--- config.mk ---
export PLATFORM = sky130hd
export DESIGN_NAME = hsv_brightness_scaler
export DESIGN_NICKNAME = d
export VERILOG_FILES = /design/src/design/hsvbs_pkg.sv /design/src/design/hsv_brightness_scaler.sv /design/src/design/hsvbs_front.sv /design/src/design/hsvbs_div.sv /design/src/design/hsvbs_rebuild.sv
export SDC_FILE = /design/constraint.sdc
export NUM_CORES = 2
export LEC_CHECK = 0
export BUFFER_PORTS_ARGS = -buffer_cell sky130_fd_sc_hd__buf_2
export CAP_MARGIN = 20
export CORE_ASPECT_RATIO = 0.8
export CORE_MARGIN = 2
export CORE_UTILIZATION = 52
export DETAILED_ROUTE_END_ITERATION = 12
export PLACE_DENSITY_LB_ADDON = 0.12
export SLEW_MARGIN = 15
export SYNTH_ARGS = -nofsm -noshare
export SYNTH_HDL_FRONTEND = slang
export SYNTH_SLANG_ARGS = --single-unit
--- constraint.sdc ---
create_clock -name clk -period 8.3 [get_ports clk]
set_input_delay 0.415 -clock clk [delete_from_list [all_inputs] [get_ports clk]]
set_output_delay 0.415 -clock clk [all_outputs]
set_load 0.05 [all_outputs]
--- src/design/hsvbs_pkg.sv ---
package hsvbs_pkg;

	// fixed field widths
	localparam int THR_BITS = 8;
	localparam int BF_BITS  = 9;

	// which channel holds the maximum
	typedef enum logic [1:0] {
		SEL_RED   = 2'd0,
		SEL_GREEN = 2'd1,
		SEL_BLUE  = 2'd2
	} sel_t;

	// six-way hue sector
	typedef enum logic [2:0] {
		SECT_RY = 3'd0,
		SECT_YG = 3'd1,
		SECT_GC = 3'd2,
		SECT_CB = 3'd3,
		SECT_BM = 3'd4,
		SECT_MR = 3'd5
	} sector_t;

endpackage

--- src/design/hsv_brightness_scaler.sv ---
// channel     direction  transfer                    payload
// command     in         start high and busy low     red_in green_in blue_in brightness_factor
// result      out        done high, one cycle        red_out green_out blue_out
// config      in         cfg_we high                 cfg_data (grey threshold)
//
// one pixel may be started every cycle; busy is always low
// the pipeline is the hue divider, one bit per stage, plus six
// front and rebuild stages
// arst_n clears the valid bits and sets the grey threshold to 1
// results leave on done and cannot be held off, so nothing ever stalls
module hsv_brightness_scaler #(
	parameter int CHANNEL_BITS  = 8,
	parameter int HUE_FRAC_BITS = 8
) (
	input  logic                           clk,
	input  logic                           arst_n,
	input  logic                           start,
	output logic                           busy,
	input  logic [CHANNEL_BITS-1:0]        red_in,
	input  logic [CHANNEL_BITS-1:0]        green_in,
	input  logic [CHANNEL_BITS-1:0]        blue_in,
	input  logic [hsvbs_pkg::BF_BITS-1:0]  brightness_factor,
	input  logic                           cfg_we,
	input  logic [hsvbs_pkg::THR_BITS-1:0] cfg_data,
	output logic                           done,
	output logic [CHANNEL_BITS-1:0]        red_out,
	output logic [CHANNEL_BITS-1:0]        green_out,
	output logic [CHANNEL_BITS-1:0]        blue_out
);
	import hsvbs_pkg::*;

	localparam int CB  = CHANNEL_BITS;
	localparam int FB  = HUE_FRAC_BITS;
	localparam int QB  = FB + 1;
	localparam int LAT = FB + 7;

	// side data carried through the divider
	localparam int OFS_SEL   = 2;
	localparam int OFS_BF    = 4;
	localparam int OFS_DELTA = OFS_BF + BF_BITS;
	localparam int OFS_MN    = OFS_DELTA + CB;
	localparam int OFS_MX    = OFS_MN + CB;
	localparam int SIDE_W    = OFS_MX + CB;

	// grey threshold register
	logic [THR_BITS-1:0] thr_q;
	always_ff @(posedge clk or negedge arst_n) begin
		if (!arst_n) begin
			thr_q <= THR_BITS'(1);
		end else if (cfg_we) begin
			thr_q <= cfg_data;
		end
	end

	// fully pipelined, a transfer is taken every cycle
	assign busy = 1'b0;

	logic               f_vld, f_neg, f_grey;
	logic [CB-1:0]      f_mx, f_mn, f_delta, f_diff;
	sel_t               f_sel;
	logic [BF_BITS-1:0] f_bf;

	// max, min, spread, grey decision
	hsvbs_front #(.CB(CB)) u_front (
		.clk      (clk),
		.arst_n   (arst_n),
		.in_vld   (start && !busy),
		.red      (red_in),
		.green    (green_in),
		.blue     (blue_in),
		.bf       (brightness_factor),
		.thr      (thr_q),
		.vld_s1   (f_vld),
		.mx_s1    (f_mx),
		.mn_s1    (f_mn),
		.delta_s1 (f_delta),
		.diff_s1  (f_diff),
		.neg_s1   (f_neg),
		.grey_s1  (f_grey),
		.sel_s1   (f_sel),
		.bf_s1    (f_bf)
	);

	logic [SIDE_W-1:0] side_in, side_out;
	logic              d_vld, d_rem_nz;
	logic [QB-1:0]     d_quot;

	assign side_in = {f_mx, f_mn, f_delta, f_bf, f_sel, f_neg, f_grey};

	// hue fraction: diff * 2^F / delta, one bit a stage
	hsvbs_div #(.CB(CB), .QB(QB), .SIDE_W(SIDE_W)) u_div (
		.clk      (clk),
		.arst_n   (arst_n),
		.in_vld   (f_vld),
		.num      (f_diff),
		.den      (f_delta),
		.side_in  (side_in),
		.out_vld  (d_vld),
		.quot     (d_quot),
		.rem_nz   (d_rem_nz),
		.side_out (side_out)
	);

	// hue total, weights, brightness, sector table
	hsvbs_rebuild #(.CB(CB), .FB(FB)) u_rebuild (
		.clk     (clk),
		.arst_n  (arst_n),
		.in_vld  (d_vld),
		.quot    (d_quot),
		.rem_nz  (d_rem_nz),
		.mx      (side_out[OFS_MX +: CB]),
		.mn      (side_out[OFS_MN +: CB]),
		.delta   (side_out[OFS_DELTA +: CB]),
		.bf      (side_out[OFS_BF +: BF_BITS]),
		.sel     (sel_t'(side_out[OFS_SEL +: 2])),
		.neg     (side_out[1]),
		.grey    (side_out[0]),
		.out_vld (done),
		.red     (red_out),
		.green   (green_out),
		.blue    (blue_out)
	);

	// every result comes from a matching earlier transfer
	a_done_has_start: assert property (@(posedge clk) disable iff (!arst_n)
		done |-> $past(start && !busy, LAT))
		else $error("result without a matching transfer");

	// equal channels give a grey result
	a_grey_equal: assert property (@(posedge clk) disable iff (!arst_n)
		(done && $past(red_in == green_in && green_in == blue_in, LAT))
		|-> (red_out == green_out && green_out == blue_out))
		else $error("grey pixel rebuilt with unequal channels");

	// zero brightness gives black
	a_zero_bright: assert property (@(posedge clk) disable iff (!arst_n)
		(done && $past(brightness_factor == '0, LAT))
		|-> (red_out == '0 && green_out == '0 && blue_out == '0))
		else $error("zero brightness did not give black");

endmodule

--- src/design/hsvbs_front.sv ---
module hsvbs_front #(
	parameter int CB = 8
) (
	input  logic                          clk,
	input  logic                          arst_n,
	input  logic                          in_vld,
	input  logic [CB-1:0]                 red,
	input  logic [CB-1:0]                 green,
	input  logic [CB-1:0]                 blue,
	input  logic [hsvbs_pkg::BF_BITS-1:0] bf,
	input  logic [hsvbs_pkg::THR_BITS-1:0] thr,
	output logic                          vld_s1,
	output logic [CB-1:0]                 mx_s1,
	output logic [CB-1:0]                 mn_s1,
	output logic [CB-1:0]                 delta_s1,
	output logic [CB-1:0]                 diff_s1,
	output logic                          neg_s1,
	output logic                          grey_s1,
	output hsvbs_pkg::sel_t               sel_s1,
	output logic [hsvbs_pkg::BF_BITS-1:0] bf_s1
);
	import hsvbs_pkg::*;

	localparam int CW = (CB > THR_BITS) ? CB : THR_BITS;

	logic [CB-1:0] mx, mn, delta, op_a, op_b, diff;
	logic          neg, grey;
	sel_t          sel;

	always_comb begin
		// tie rule: red only if strictly largest, then green only if above blue, else blue
		priority if (red > green && red > blue) begin
			sel  = SEL_RED;
			mx   = red;
			op_a = green;
			op_b = blue;
		end else if (green > blue) begin
			sel  = SEL_GREEN;
			mx   = green;
			op_a = blue;
			op_b = red;
		end else begin
			sel  = SEL_BLUE;
			mx   = blue;
			op_a = red;
			op_b = green;
		end
		mn = red;
		if (green < mn) mn = green;
		if (blue < mn) mn = blue;
		delta = mx - mn;
		neg   = op_a < op_b;
		diff  = neg ? (op_b - op_a) : (op_a - op_b);
		grey  = (delta == '0) || (CW'(delta) < CW'(thr));
	end

	always_ff @(posedge clk or negedge arst_n) begin
		if (!arst_n) begin
			vld_s1 <= 1'b0;
		end else begin
			vld_s1 <= in_vld;
		end
	end

	always_ff @(posedge clk) begin
		mx_s1    <= mx;
		mn_s1    <= mn;
		delta_s1 <= delta;
		diff_s1  <= diff;
		neg_s1   <= neg;
		grey_s1  <= grey;
		sel_s1   <= sel;
		bf_s1    <= bf;
	end

endmodule

--- src/design/hsvbs_div.sv ---
module hsvbs_div #(
	parameter int CB     = 8,
	parameter int QB     = 9,
	parameter int SIDE_W = 1
) (
	input  logic              clk,
	input  logic              arst_n,
	input  logic              in_vld,
	input  logic [CB-1:0]     num,
	input  logic [CB-1:0]     den,
	input  logic [SIDE_W-1:0] side_in,
	output logic              out_vld,
	output logic [QB-1:0]     quot,
	output logic              rem_nz,
	output logic [SIDE_W-1:0] side_out
);
	// one quotient bit per stage, restoring form; num <= den on entry

	logic              vld_s  [QB];
	logic [CB-1:0]     rem_s  [QB];
	logic [QB-1:0]     q_s    [QB];
	logic [CB-1:0]     den_s  [QB];
	logic [SIDE_W-1:0] side_s [QB];

	for (genvar i = 0; i < QB; i++) begin : g_stage
		logic              v_prev;
		logic [CB-1:0]     rem_prev;
		logic [QB-1:0]     q_prev;
		logic [CB-1:0]     den_prev;
		logic [SIDE_W-1:0] side_prev;
		logic [CB:0]       trial;
		logic [CB:0]       sub;
		logic              take;

		if (i == 0) begin : g_first
			assign v_prev    = in_vld;
			assign rem_prev  = num;
			assign q_prev    = '0;
			assign den_prev  = den;
			assign side_prev = side_in;
			assign trial     = {1'b0, rem_prev};
		end else begin : g_next
			assign v_prev    = vld_s[i-1];
			assign rem_prev  = rem_s[i-1];
			assign q_prev    = q_s[i-1];
			assign den_prev  = den_s[i-1];
			assign side_prev = side_s[i-1];
			assign trial     = {rem_prev, 1'b0};
		end

		assign take = trial >= {1'b0, den_prev};
		assign sub  = trial - {1'b0, den_prev};

		always_ff @(posedge clk or negedge arst_n) begin
			if (!arst_n) begin
				vld_s[i] <= 1'b0;
			end else begin
				vld_s[i] <= v_prev;
			end
		end

		always_ff @(posedge clk) begin
			rem_s[i]  <= take ? sub[CB-1:0] : trial[CB-1:0];
			q_s[i]    <= {q_prev[QB-2:0], take};
			den_s[i]  <= den_prev;
			side_s[i] <= side_prev;
		end
	end

	assign out_vld  = vld_s[QB-1];
	assign quot     = q_s[QB-1];
	assign rem_nz   = |rem_s[QB-1];
	assign side_out = side_s[QB-1];

endmodule

--- src/design/hsvbs_rebuild.sv ---
module hsvbs_rebuild #(
	parameter int CB = 8,
	parameter int FB = 8
) (
	input  logic                          clk,
	input  logic                          arst_n,
	input  logic                          in_vld,
	input  logic [FB:0]                   quot,
	input  logic                          rem_nz,
	input  logic [CB-1:0]                 mx,
	input  logic [CB-1:0]                 mn,
	input  logic [CB-1:0]                 delta,
	input  logic [hsvbs_pkg::BF_BITS-1:0] bf,
	input  hsvbs_pkg::sel_t               sel,
	input  logic                          neg,
	input  logic                          grey,
	output logic                          out_vld,
	output logic [CB-1:0]                 red,
	output logic [CB-1:0]                 green,
	output logic [CB-1:0]                 blue
);
	import hsvbs_pkg::*;

	localparam int HTW = FB + 4;
	localparam int NW  = CB + FB;
	localparam int PVW = BF_BITS + CB;
	localparam int PNW = BF_BITS + NW;

	// stage 1: hue total
	logic [HTW-1:0] base, ceil_q, ht;
	always_comb begin
		unique case (sel)
			SEL_RED:   base = neg ? (HTW'(6) << FB) : '0;
			SEL_GREEN: base = HTW'(2) << FB;
			SEL_BLUE:  base = HTW'(4) << FB;
			default:   base = '0;
		endcase
		ceil_q = HTW'(quot) + HTW'(rem_nz);
		ht     = neg ? (base - ceil_q) : (base + HTW'(quot));
	end

	logic           vld_s1, vld_s2, vld_s3, vld_s4;
	sector_t        sect_s1, sect_s2, sect_s3, sect_s4;
	logic [FB-1:0]  f_s1;
	logic [CB-1:0]  mx_s1, mx_s2, mx_s3, mn_s1, mn_s2, mn_s3, delta_s1;
	logic [BF_BITS-1:0] bf_s1, bf_s2, bf_s3;
	logic           grey_s1, grey_s2, grey_s3, grey_s4;
	logic [NW-1:0]  fd_s2, nb_s3, ng_s3;
	logic [PVW-1:0] pv_s4, pa_s4;
	logic [PNW-1:0] pb_s4, pg_s4;

	always_ff @(posedge clk or negedge arst_n) begin
		if (!arst_n) begin
			vld_s1  <= 1'b0;
			vld_s2  <= 1'b0;
			vld_s3  <= 1'b0;
			vld_s4  <= 1'b0;
			out_vld <= 1'b0;
		end else begin
			vld_s1  <= in_vld;
			vld_s2  <= vld_s1;
			vld_s3  <= vld_s2;
			vld_s4  <= vld_s3;
			out_vld <= vld_s4;
		end
	end

	always_ff @(posedge clk) begin
		// stage 1
		sect_s1  <= sector_t'(ht[FB+2:FB]);
		f_s1     <= ht[FB-1:0];
		mx_s1    <= mx;
		mn_s1    <= mn;
		delta_s1 <= delta;
		bf_s1    <= bf;
		grey_s1  <= grey;
		// stage 2: f * delta
		fd_s2    <= NW'(f_s1) * NW'(delta_s1);
		sect_s2  <= sect_s1;
		mx_s2    <= mx_s1;
		mn_s2    <= mn_s1;
		bf_s2    <= bf_s1;
		grey_s2  <= grey_s1;
		// stage 3: beta and gamma numerators
		nb_s3    <= {mx_s2, {FB{1'b0}}} - fd_s2;
		ng_s3    <= {mn_s2, {FB{1'b0}}} + fd_s2;
		sect_s3  <= sect_s2;
		mx_s3    <= mx_s2;
		mn_s3    <= mn_s2;
		bf_s3    <= bf_s2;
		grey_s3  <= grey_s2;
		// stage 4: brightness products
		pv_s4    <= PVW'(bf_s3) * PVW'(mx_s3);
		pa_s4    <= PVW'(bf_s3) * PVW'(mn_s3);
		pb_s4    <= PNW'(bf_s3) * PNW'(nb_s3);
		pg_s4    <= PNW'(bf_s3) * PNW'(ng_s3);
		sect_s4  <= sect_s3;
		grey_s4  <= grey_s3;
	end

	// stage 5: round half up, saturate, sector table
	logic [PVW-1:0] rv, ra;
	logic [PNW-1:0] rb, rg;
	logic [CB:0]    wv, wa, wb, wg;
	logic [CB-1:0]  vv, va, vb, vg;

	always_comb begin
		rv = pv_s4 + (PVW'(1) << 7);
		ra = pa_s4 + (PVW'(1) << 7);
		rb = pb_s4 + (PNW'(1) << (7 + FB));
		rg = pg_s4 + (PNW'(1) << (7 + FB));
		wv = rv[PVW-1:8];
		wa = ra[PVW-1:8];
		wb = rb[PNW-1:8+FB];
		wg = rg[PNW-1:8+FB];
		vv = wv[CB] ? '1 : wv[CB-1:0];
		va = wa[CB] ? '1 : wa[CB-1:0];
		vb = wb[CB] ? '1 : wb[CB-1:0];
		vg = wg[CB] ? '1 : wg[CB-1:0];
	end

	always_ff @(posedge clk) begin
		if (grey_s4) begin
			red   <= vv;
			green <= vv;
			blue  <= vv;
		end else begin
			unique case (sect_s4)
				SECT_RY: begin red <= vv; green <= vg; blue <= va; end
				SECT_YG: begin red <= vb; green <= vv; blue <= va; end
				SECT_GC: begin red <= va; green <= vv; blue <= vg; end
				SECT_CB: begin red <= va; green <= vb; blue <= vv; end
				SECT_BM: begin red <= vg; green <= va; blue <= vv; end
				default: begin red <= vv; green <= va; blue <= vb; end
			endcase
		end
	end

endmodule

== Word-level counts from Yosys, hierarchy flattened ==
Memories as Yosys holds them, arrays and structs flattened.
Index checks and enable logic that the tools add are counted.

* Logic and storage cells: 147
* Memory bits (read-only): 0
* Latch bits: 0
* Output and inout bits: 26
* Memories: 4
* Input port bits: 45
* Register bits after elaboration: 331
* Bits in writable memories: 558

* Mux-type cells: 32
* Bitwise operators: 0
* Equality and inequality tests: 6
* Add/sub/neg operators: 21
* Divide/modulo/power cells: 0
* Reductions and logical operators: 10
* Shift-type cells: 0
* Order comparisons: 16
* Multipliers: 5

{| class="wikitable"
|+ Memory list
! name !! words !! bits a word !! read ports !! clocked after memory_dff !! wr ports !! line !! source
|-
| u_div.side_s || 9 || 37 || 9 || 0 || 9 || hsvbs_div.sv:23 || <nowiki>logic [SIDE_W-1:0] side_s [QB];</nowiki>
|-
| u_div.q_s || 9 || 9 || 9 || 0 || 9 || hsvbs_div.sv:21 || <nowiki>logic [QB-1:0] q_s [QB];</nowiki>
|-
| u_div.den_s || 9 || 8 || 8 || 0 || 9 || hsvbs_div.sv:22 || <nowiki>logic [CB-1:0] den_s [QB];</nowiki>
|-
| u_div.rem_s || 9 || 8 || 9 || 0 || 9 || hsvbs_div.sv:20 || <nowiki>logic [CB-1:0] rem_s [QB];</nowiki>
|}

{| class="wikitable"
|+ Operators with widths
! cell !! number
|-
| 8-bit two-way mux || 25
|-
| 8-bit subtractor || 12
|-
| 9-bit by 8-bit greater-or-equal comparator with 1-bit output || 8
|-
| 8-bit case mux with 3 select lines || 3
|-
| 25-bit by 16-bit adder with 25-bit output (second input constant) || 2
|-
| 9-bit by 16-bit multiplier with 25-bit output || 2
|-
| 17-bit by 8-bit adder with 17-bit output (second input constant) || 2
|-
| 9-bit by 8-bit multiplier with 17-bit output || 2
|-
| 11-bit case mux with 3 select lines || 1
|-
| 8-bit < comparator || 4
|-
| 8-bit greater-than comparator || 3
|-
| 11-bit two-way mux || 2
|-
| 16-bit adder || 1
|-
| 8-bit by 8-bit multiplier with 16-bit output || 1
|-
| 16-bit subtractor || 1
|-
| 11-bit by 9-bit adder with 11-bit output || 1
|-
| 11-bit subtractor || 1
|-
| 9-bit by 1-bit adder with 10-bit output || 1
|-
| 8-bit greater-or-equal comparator || 1
|-
| 8-bit zero test || 1
|-
| 2-bit OR reduction || 4
|-
| 8-bit OR reduction || 1
|-
| 3-bit by 2-bit equality test with 1-bit output (second input constant) || 2
|-
| 3-bit by 1-bit equality test with 1-bit output (second input constant) || 1
|-
| other kinds (8) || 8
|}

== Depth between registers and ports, before layout ==
* Depth after elaboration: 7
* Mapped depth: 30
* Depth with buffers taken out: 29

== By module ==
From an unflattened synthesis, not the netlist that was laid out.

* Cell total of the unflattened synthesis: 3972
* Area, all modules: 40780.4 um2

{| class="wikitable"
|+ By module, submodules not included
! module !! cells each !! area an instance (um2) !! times used
|-
| hsvbs_rebuild || 2383 || 21954.8 || 1
|-
| hsvbs_div || 1112 || 14775.4 || 1
|-
| hsvbs_front || 458 || 3706.1 || 1
|-
| hsv_brightness_scaler || 19 || 344.1 || 1
|}

== Worst setup path before layout ==
No wires, ideal clock.

* Kind: flip-flop to flip-flop
* Start point: reg u_rebuild.bf_s3[8]
* End point: reg u_rebuild.pg_s4[22]
* Stages on the path, launching flop included: 19
* Required time: 8.183 ns
* Setup slack: 2.930 ns
* Arrival: 5.252 ns
* Path buffers: 2
* Cells stage by stage: dfxtp_1 clkbuf_1 clkbuf_1 nand2_1 fa_1 fa_1 inv_1 fa_1 fa_1 ha_1 a21o_1 a2111oi_0 o21a_1 o31ai_1 o41a_1 and4_1 o31a_1 or2_1 xor2_1

* Longest elaborated chain between the ends: 1

{| class="wikitable"
|+ Ends and longest elaborated chain
! what !! line !! source
|-
| start: declaration || hsvbs_rebuild.sv:46 || <nowiki>logic [BF_BITS-1:0] bf_s1, bf_s2, bf_s3;</nowiki>
|-
| start signal: assignment || hsvbs_rebuild.sv:90 || <nowiki>bf_s3 <= bf_s2;</nowiki>
|-
| 9-bit by 16-bit multiplier with 25-bit output || hsvbs_rebuild.sv:96 || <nowiki>pg_s4 <= PNW'(bf_s3) * PNW'(ng_s3);</nowiki>
|-
| end signal: assignment || hsvbs_rebuild.sv:96 ||
|-
| end: declaration || hsvbs_rebuild.sv:50 || <nowiki>logic [PNW-1:0] pb_s4, pg_s4;</nowiki>
|}

No other way between the ends.
A chain may end at the register's enable or synchronous reset.

== Worst setup path in the final report ==
* Start point: reg u_rebuild.bf_s3[7]
* End point: reg u_rebuild.pb_s4[24]

* Longest elaborated chain between the ends: 1

{| class="wikitable"
|+ Ends and longest elaborated chain
! what !! line !! source
|-
| 9-bit by 16-bit multiplier with 25-bit output || hsvbs_rebuild.sv:95 || <nowiki>pb_s4 <= PNW'(bf_s3) * PNW'(nb_s3);</nowiki>
|-
| end signal: assignment || hsvbs_rebuild.sv:95 ||
|-
| end: declaration || hsvbs_rebuild.sv:50 ||
|}

No other way between the ends.

==> summary.txt <==
Floorplan
  • Vertical die dimension: 245 µm
  • Area enclosed by the die boundary: 74700 µm²
  • Number of rows created at floorplan: 88
  • Top-Level Pins: 71
  • Initial standard-cell utilization of the core: 52.5%
  • Floorplan die width: 305 µm
  • Core Footprint: 71900 µm²

Detailed routing
  • Avg Vias per Cell: 4.99
  • DRT Pass-1 Iters: 5
  • DRT Wirelength: ~71000 µm
  • Routed wire per std cell: 14.7 µm
  • # DRC: 0
  • DRT antenna net count: 0
  • Vias: approximately 24000
  • First-iteration detailed-routing DRC count: ~1200

CTS
  • Clock-pin transition on the worst setup and hold timing paths: 60 ps
  • H-tree levels: 3
  • Cts-stage hold buffer count: 15
  • Clock buffers created by TritonCTS: 72
  • Clock tree sinks: 736
  • Post-CTS resize count: 0
  • TritonCTS clock tree: done
  • Clock latency reported for the late side of the worst-skew pair: 630 ps
  • Clock buffer depth: 3
  • Setup Buffers After CTS: 0
  • Root cell of the clock tree: sky130_fd_sc_hd__clkbuf_16

Timing
  • Final Slew Violations: 0
  • Smallest setup slack after layout: 2430 ps
  • Highest clock rate: 170 MHz
  • Total of endpoints with negative setup slack in the final report: 0
  • Worst-margin pin slew: between 1000 and 1500 ps
  • Period utilization: 70.7%
  • Post-Route Setup TNS: 0 ps
  • Setup repair after global routing missed its margin: no
  • Final worst path period need: 5870 ps
  • Setup skew after layout: 41.2 ps
  • Final Hold Fails: 0
  • Headroom to the max-slew limit: between 30% and 40%
  • Hold_ws: between 30 and 40 ps

GRT
  • Global routing usage summed across all routing layers: between 10% and 20%
  • Antenna violations before repair: 0
  • Number of global-route vias before repair: 24191
  • Pin count of the biggest net entering global routing: 52
  • Global-route wire length before repair: 121000 µm
  • Total overflow reported by the global router: 0

Layout
  • Register cell area after layout: 14900 µm²
  • Final net count: 4510
  • Number of filler instances in the final layout: 6261
  • Layout cells sized above 1: 5.94%
  • # diodes: 0
  • Area growth, synth to finish: 9.99%
  • Area taken by multi-input logic gates: 20500 µm²
  • Final Util: 57.7%

Synthesis
  • Share of flip-flops with an asynchronous set or reset: 3.13%
  • Mapped Avg Cell Area: 10.1 µm²
  • Share of the yosys chip area belonging to registers: between 30% and 40%
  • Yosys synthesis warning count: 0
  • Syn_nets: ~4500
  • Number of enable-type register cells in the synthesized netlist: 0
  • Prevailing post-synth register cell: sky130_fd_sc_hd__dfxtp_1
  • Distinct cells, synth: 85
  • Area of the mapped netlist: between 30000 and 40000 µm²
  • Total of flip-flops plus latches after synthesis: 736
  • Syn Inst Count: 3749

Placement
  • Placed wire-length estimate: 53700 µm
  • Last weighted congestion value of the routability-driven placer: 0.877
  • Place WS: about 2200 ps
  • Count of input and output buffers: 69

Worst hold path
  • Sink of the worst hold path: thr_q[7]
  • Path category of the worst min-delay check: primary input to register
  • Beginning of the worst hold path: cfg_data[7]
  • WHS Path Cells: 3

Status
  • Outcome: completed

Critical path
  • Worst Setup Path Type: register to register
  • CP arrival: 6380 ps
  • Source of the worst register-to-register timing path: u_rebuild.bf_s3[7]
  • Depth of the most critical reg-to-reg path: 18
  • Register-to-register path setup slack: between 2000 and 2500 ps
  • Worst path required time: slightly below 9000 ps
  • Endpoint class of the critical path: register
  • Critical-path maximum fanout: 18
  • End of the worst register-to-register path: u_rebuild.pb_s4[24]
  • Type of element launching the critical path: register

Flow run
  • Maximum Capacitance Violations: 0
[logic make-up after synthesis]
group           share of synthesized area (%)
mux                                      1.09
flops                                    39.4
buf+inv                                  6.32
fa+ha+maj                                28.5
compound gates                           7.78
simple gates                             13.4
other cells                           0.00994
xor+xnor                                 3.48
[cell usage after synthesis, types with 28 or more instances]
master | number | area (µm²)
sky130_fd_sc_hd__inv_1 | 508 | 1910
sky130_fd_sc_hd__and2_1 | 220 | 1380
sky130_fd_sc_hd__o21ai_0 | 137 | 686
sky130_fd_sc_hd__nand2b_1 | 36 | 225
sky130_fd_sc_hd__xor2_1 | 73 | 639
sky130_fd_sc_hd__a21oi_1 | 145 | 726
sky130_fd_sc_hd__clkbuf_1 | 108 | 405
sky130_fd_sc_hd__fa_1 | 326 | 6530
sky130_fd_sc_hd__nor2b_1 | 51 | 319
sky130_fd_sc_hd__nor2_1 | 174 | 653
sky130_fd_sc_hd__ha_1 | 336 | 4200
sky130_fd_sc_hd__nor3_1 | 28 | 140
sky130_fd_sc_hd__dfxtp_1 | 713 | 14300
sky130_fd_sc_hd__mux2i_1 | 33 | 330
sky130_fd_sc_hd__nand3_1 | 52 | 260
sky130_fd_sc_hd__nand2_1 | 420 | 1580
sky130_fd_sc_hd__xnor2_1 | 77 | 674
[how the worst max path moves through the flow]
stage,startpoint,endpoint
after floorplan,u_rebuild.bf_s3[8],u_rebuild.pg_s4[22]
after global placement,u_rebuild.bf_s3[1],u_rebuild.pb_s4[24]
after detailed placement,u_rebuild.bf_s3[1],u_rebuild.pb_s4[24]
after CTS,u_rebuild.bf_s3[1],u_rebuild.pb_s4[24]
after global routing,u_rebuild.bf_s3[7],u_rebuild.pb_s4[24]
final,u_rebuild.bf_s3[7],u_rebuild.pb_s4[24]
[cell usage in the layout (no fill, tap or decap), types with 14 or more instances in the layout]
cell type,instances
sky130_fd_sc_hd__dfxtp_1,712
sky130_fd_sc_hd__inv_1,508
sky130_fd_sc_hd__nand2_1,420
sky130_fd_sc_hd__ha_1,336
sky130_fd_sc_hd__fa_1,326
sky130_fd_sc_hd__and2_1,220
sky130_fd_sc_hd__nor2_1,174
sky130_fd_sc_hd__a21oi_1,145
sky130_fd_sc_hd__o21ai_0,137
sky130_fd_sc_hd__xnor2_1,77
sky130_fd_sc_hd__xor2_1,73
sky130_fd_sc_hd__clkbuf_16,73
sky130_fd_sc_hd__buf_2,69
sky130_fd_sc_hd__nand3_1,52
sky130_fd_sc_hd__nor2b_1,51
sky130_fd_sc_hd__nand2b_1,36
sky130_fd_sc_hd__mux2i_1,33
sky130_fd_sc_hd__nor3_1,28
sky130_fd_sc_hd__o21a_1,26
sky130_fd_sc_hd__a21o_1,24
sky130_fd_sc_hd__dfrtp_1,22
sky130_fd_sc_hd__a211oi_1,19
sky130_fd_sc_hd__o31ai_1,18
sky130_fd_sc_hd__buf_4,18
sky130_fd_sc_hd__nand4_1,17
sky130_fd_sc_hd__and3_1,15
sky130_fd_sc_hd__dlygate4sd3_1,15
sky130_fd_sc_hd__a21boi_0,14
[per-layer routing]
metal	vias to the layer above	track usage (%)	share of wire, %
met1	11429	27.9	49
li1	12027	-	-
met4	0	4.94	1.8
met5	-	0	0
met2	389	32.2	45
met3	91	2.93	4.3
[metrics by stage]
step,std cells,instance area (µm²)
2_1_floorplan,3749,37700
5_1_grt,4801,41500
4_1_cts,4799,41500
6_report,4801,41500
3_3_place_gp,4657,38900
3_5_place_dp,4657,38900
[worst max-delay path, cell delays in order, from the launching register on]
cell and delay (ps):
sky130_fd_sc_hd__dfxtp_1 850, sky130_fd_sc_hd__buf_4 330, sky130_fd_sc_hd__nand2_1 90, sky130_fd_sc_hd__fa_1 520, sky130_fd_sc_hd__inv_1 50, sky130_fd_sc_hd__fa_1 510, sky130_fd_sc_hd__fa_1 520, sky130_fd_sc_hd__fa_1 490
sky130_fd_sc_hd__ha_1 210, sky130_fd_sc_hd__or4_1 540, sky130_fd_sc_hd__a21oi_1 130, sky130_fd_sc_hd__o21ai_1 90, sky130_fd_sc_hd__nand3_1 80, sky130_fd_sc_hd__nand3_1 130, sky130_fd_sc_hd__o41ai_1 550, sky130_fd_sc_hd__o21ai_1 240
sky130_fd_sc_hd__nor4_1 220, sky130_fd_sc_hd__nor3_1 100, sky130_fd_sc_hd__xnor2_1 130
[area by class of cell]
class | instances | area share [%]
repair buffers | 103 | 1.56
inverters | 509 | 4.61
clock buffers | 93 | 4.80
multi-input cells | 2381 | 49.4
well taps | 945 | 2.85
flip-flops and latches | 736 | 35.8
clock inverters | 34 | 0.995
[sequential cells by signal (all words and copies together) (netlist names), 15 cells and up]
register,count
u_div.side_s,270
u_div.rem_s,72
u_div.den_s,63
u_div.q_s,45
u_rebuild.fd_s2,16
u_rebuild.nb_s3,16
u_rebuild.ng_s3,15
Power is not shown: default switching activity piles up to over one toggle a cycle in this logic, so the estimate is an artifact.
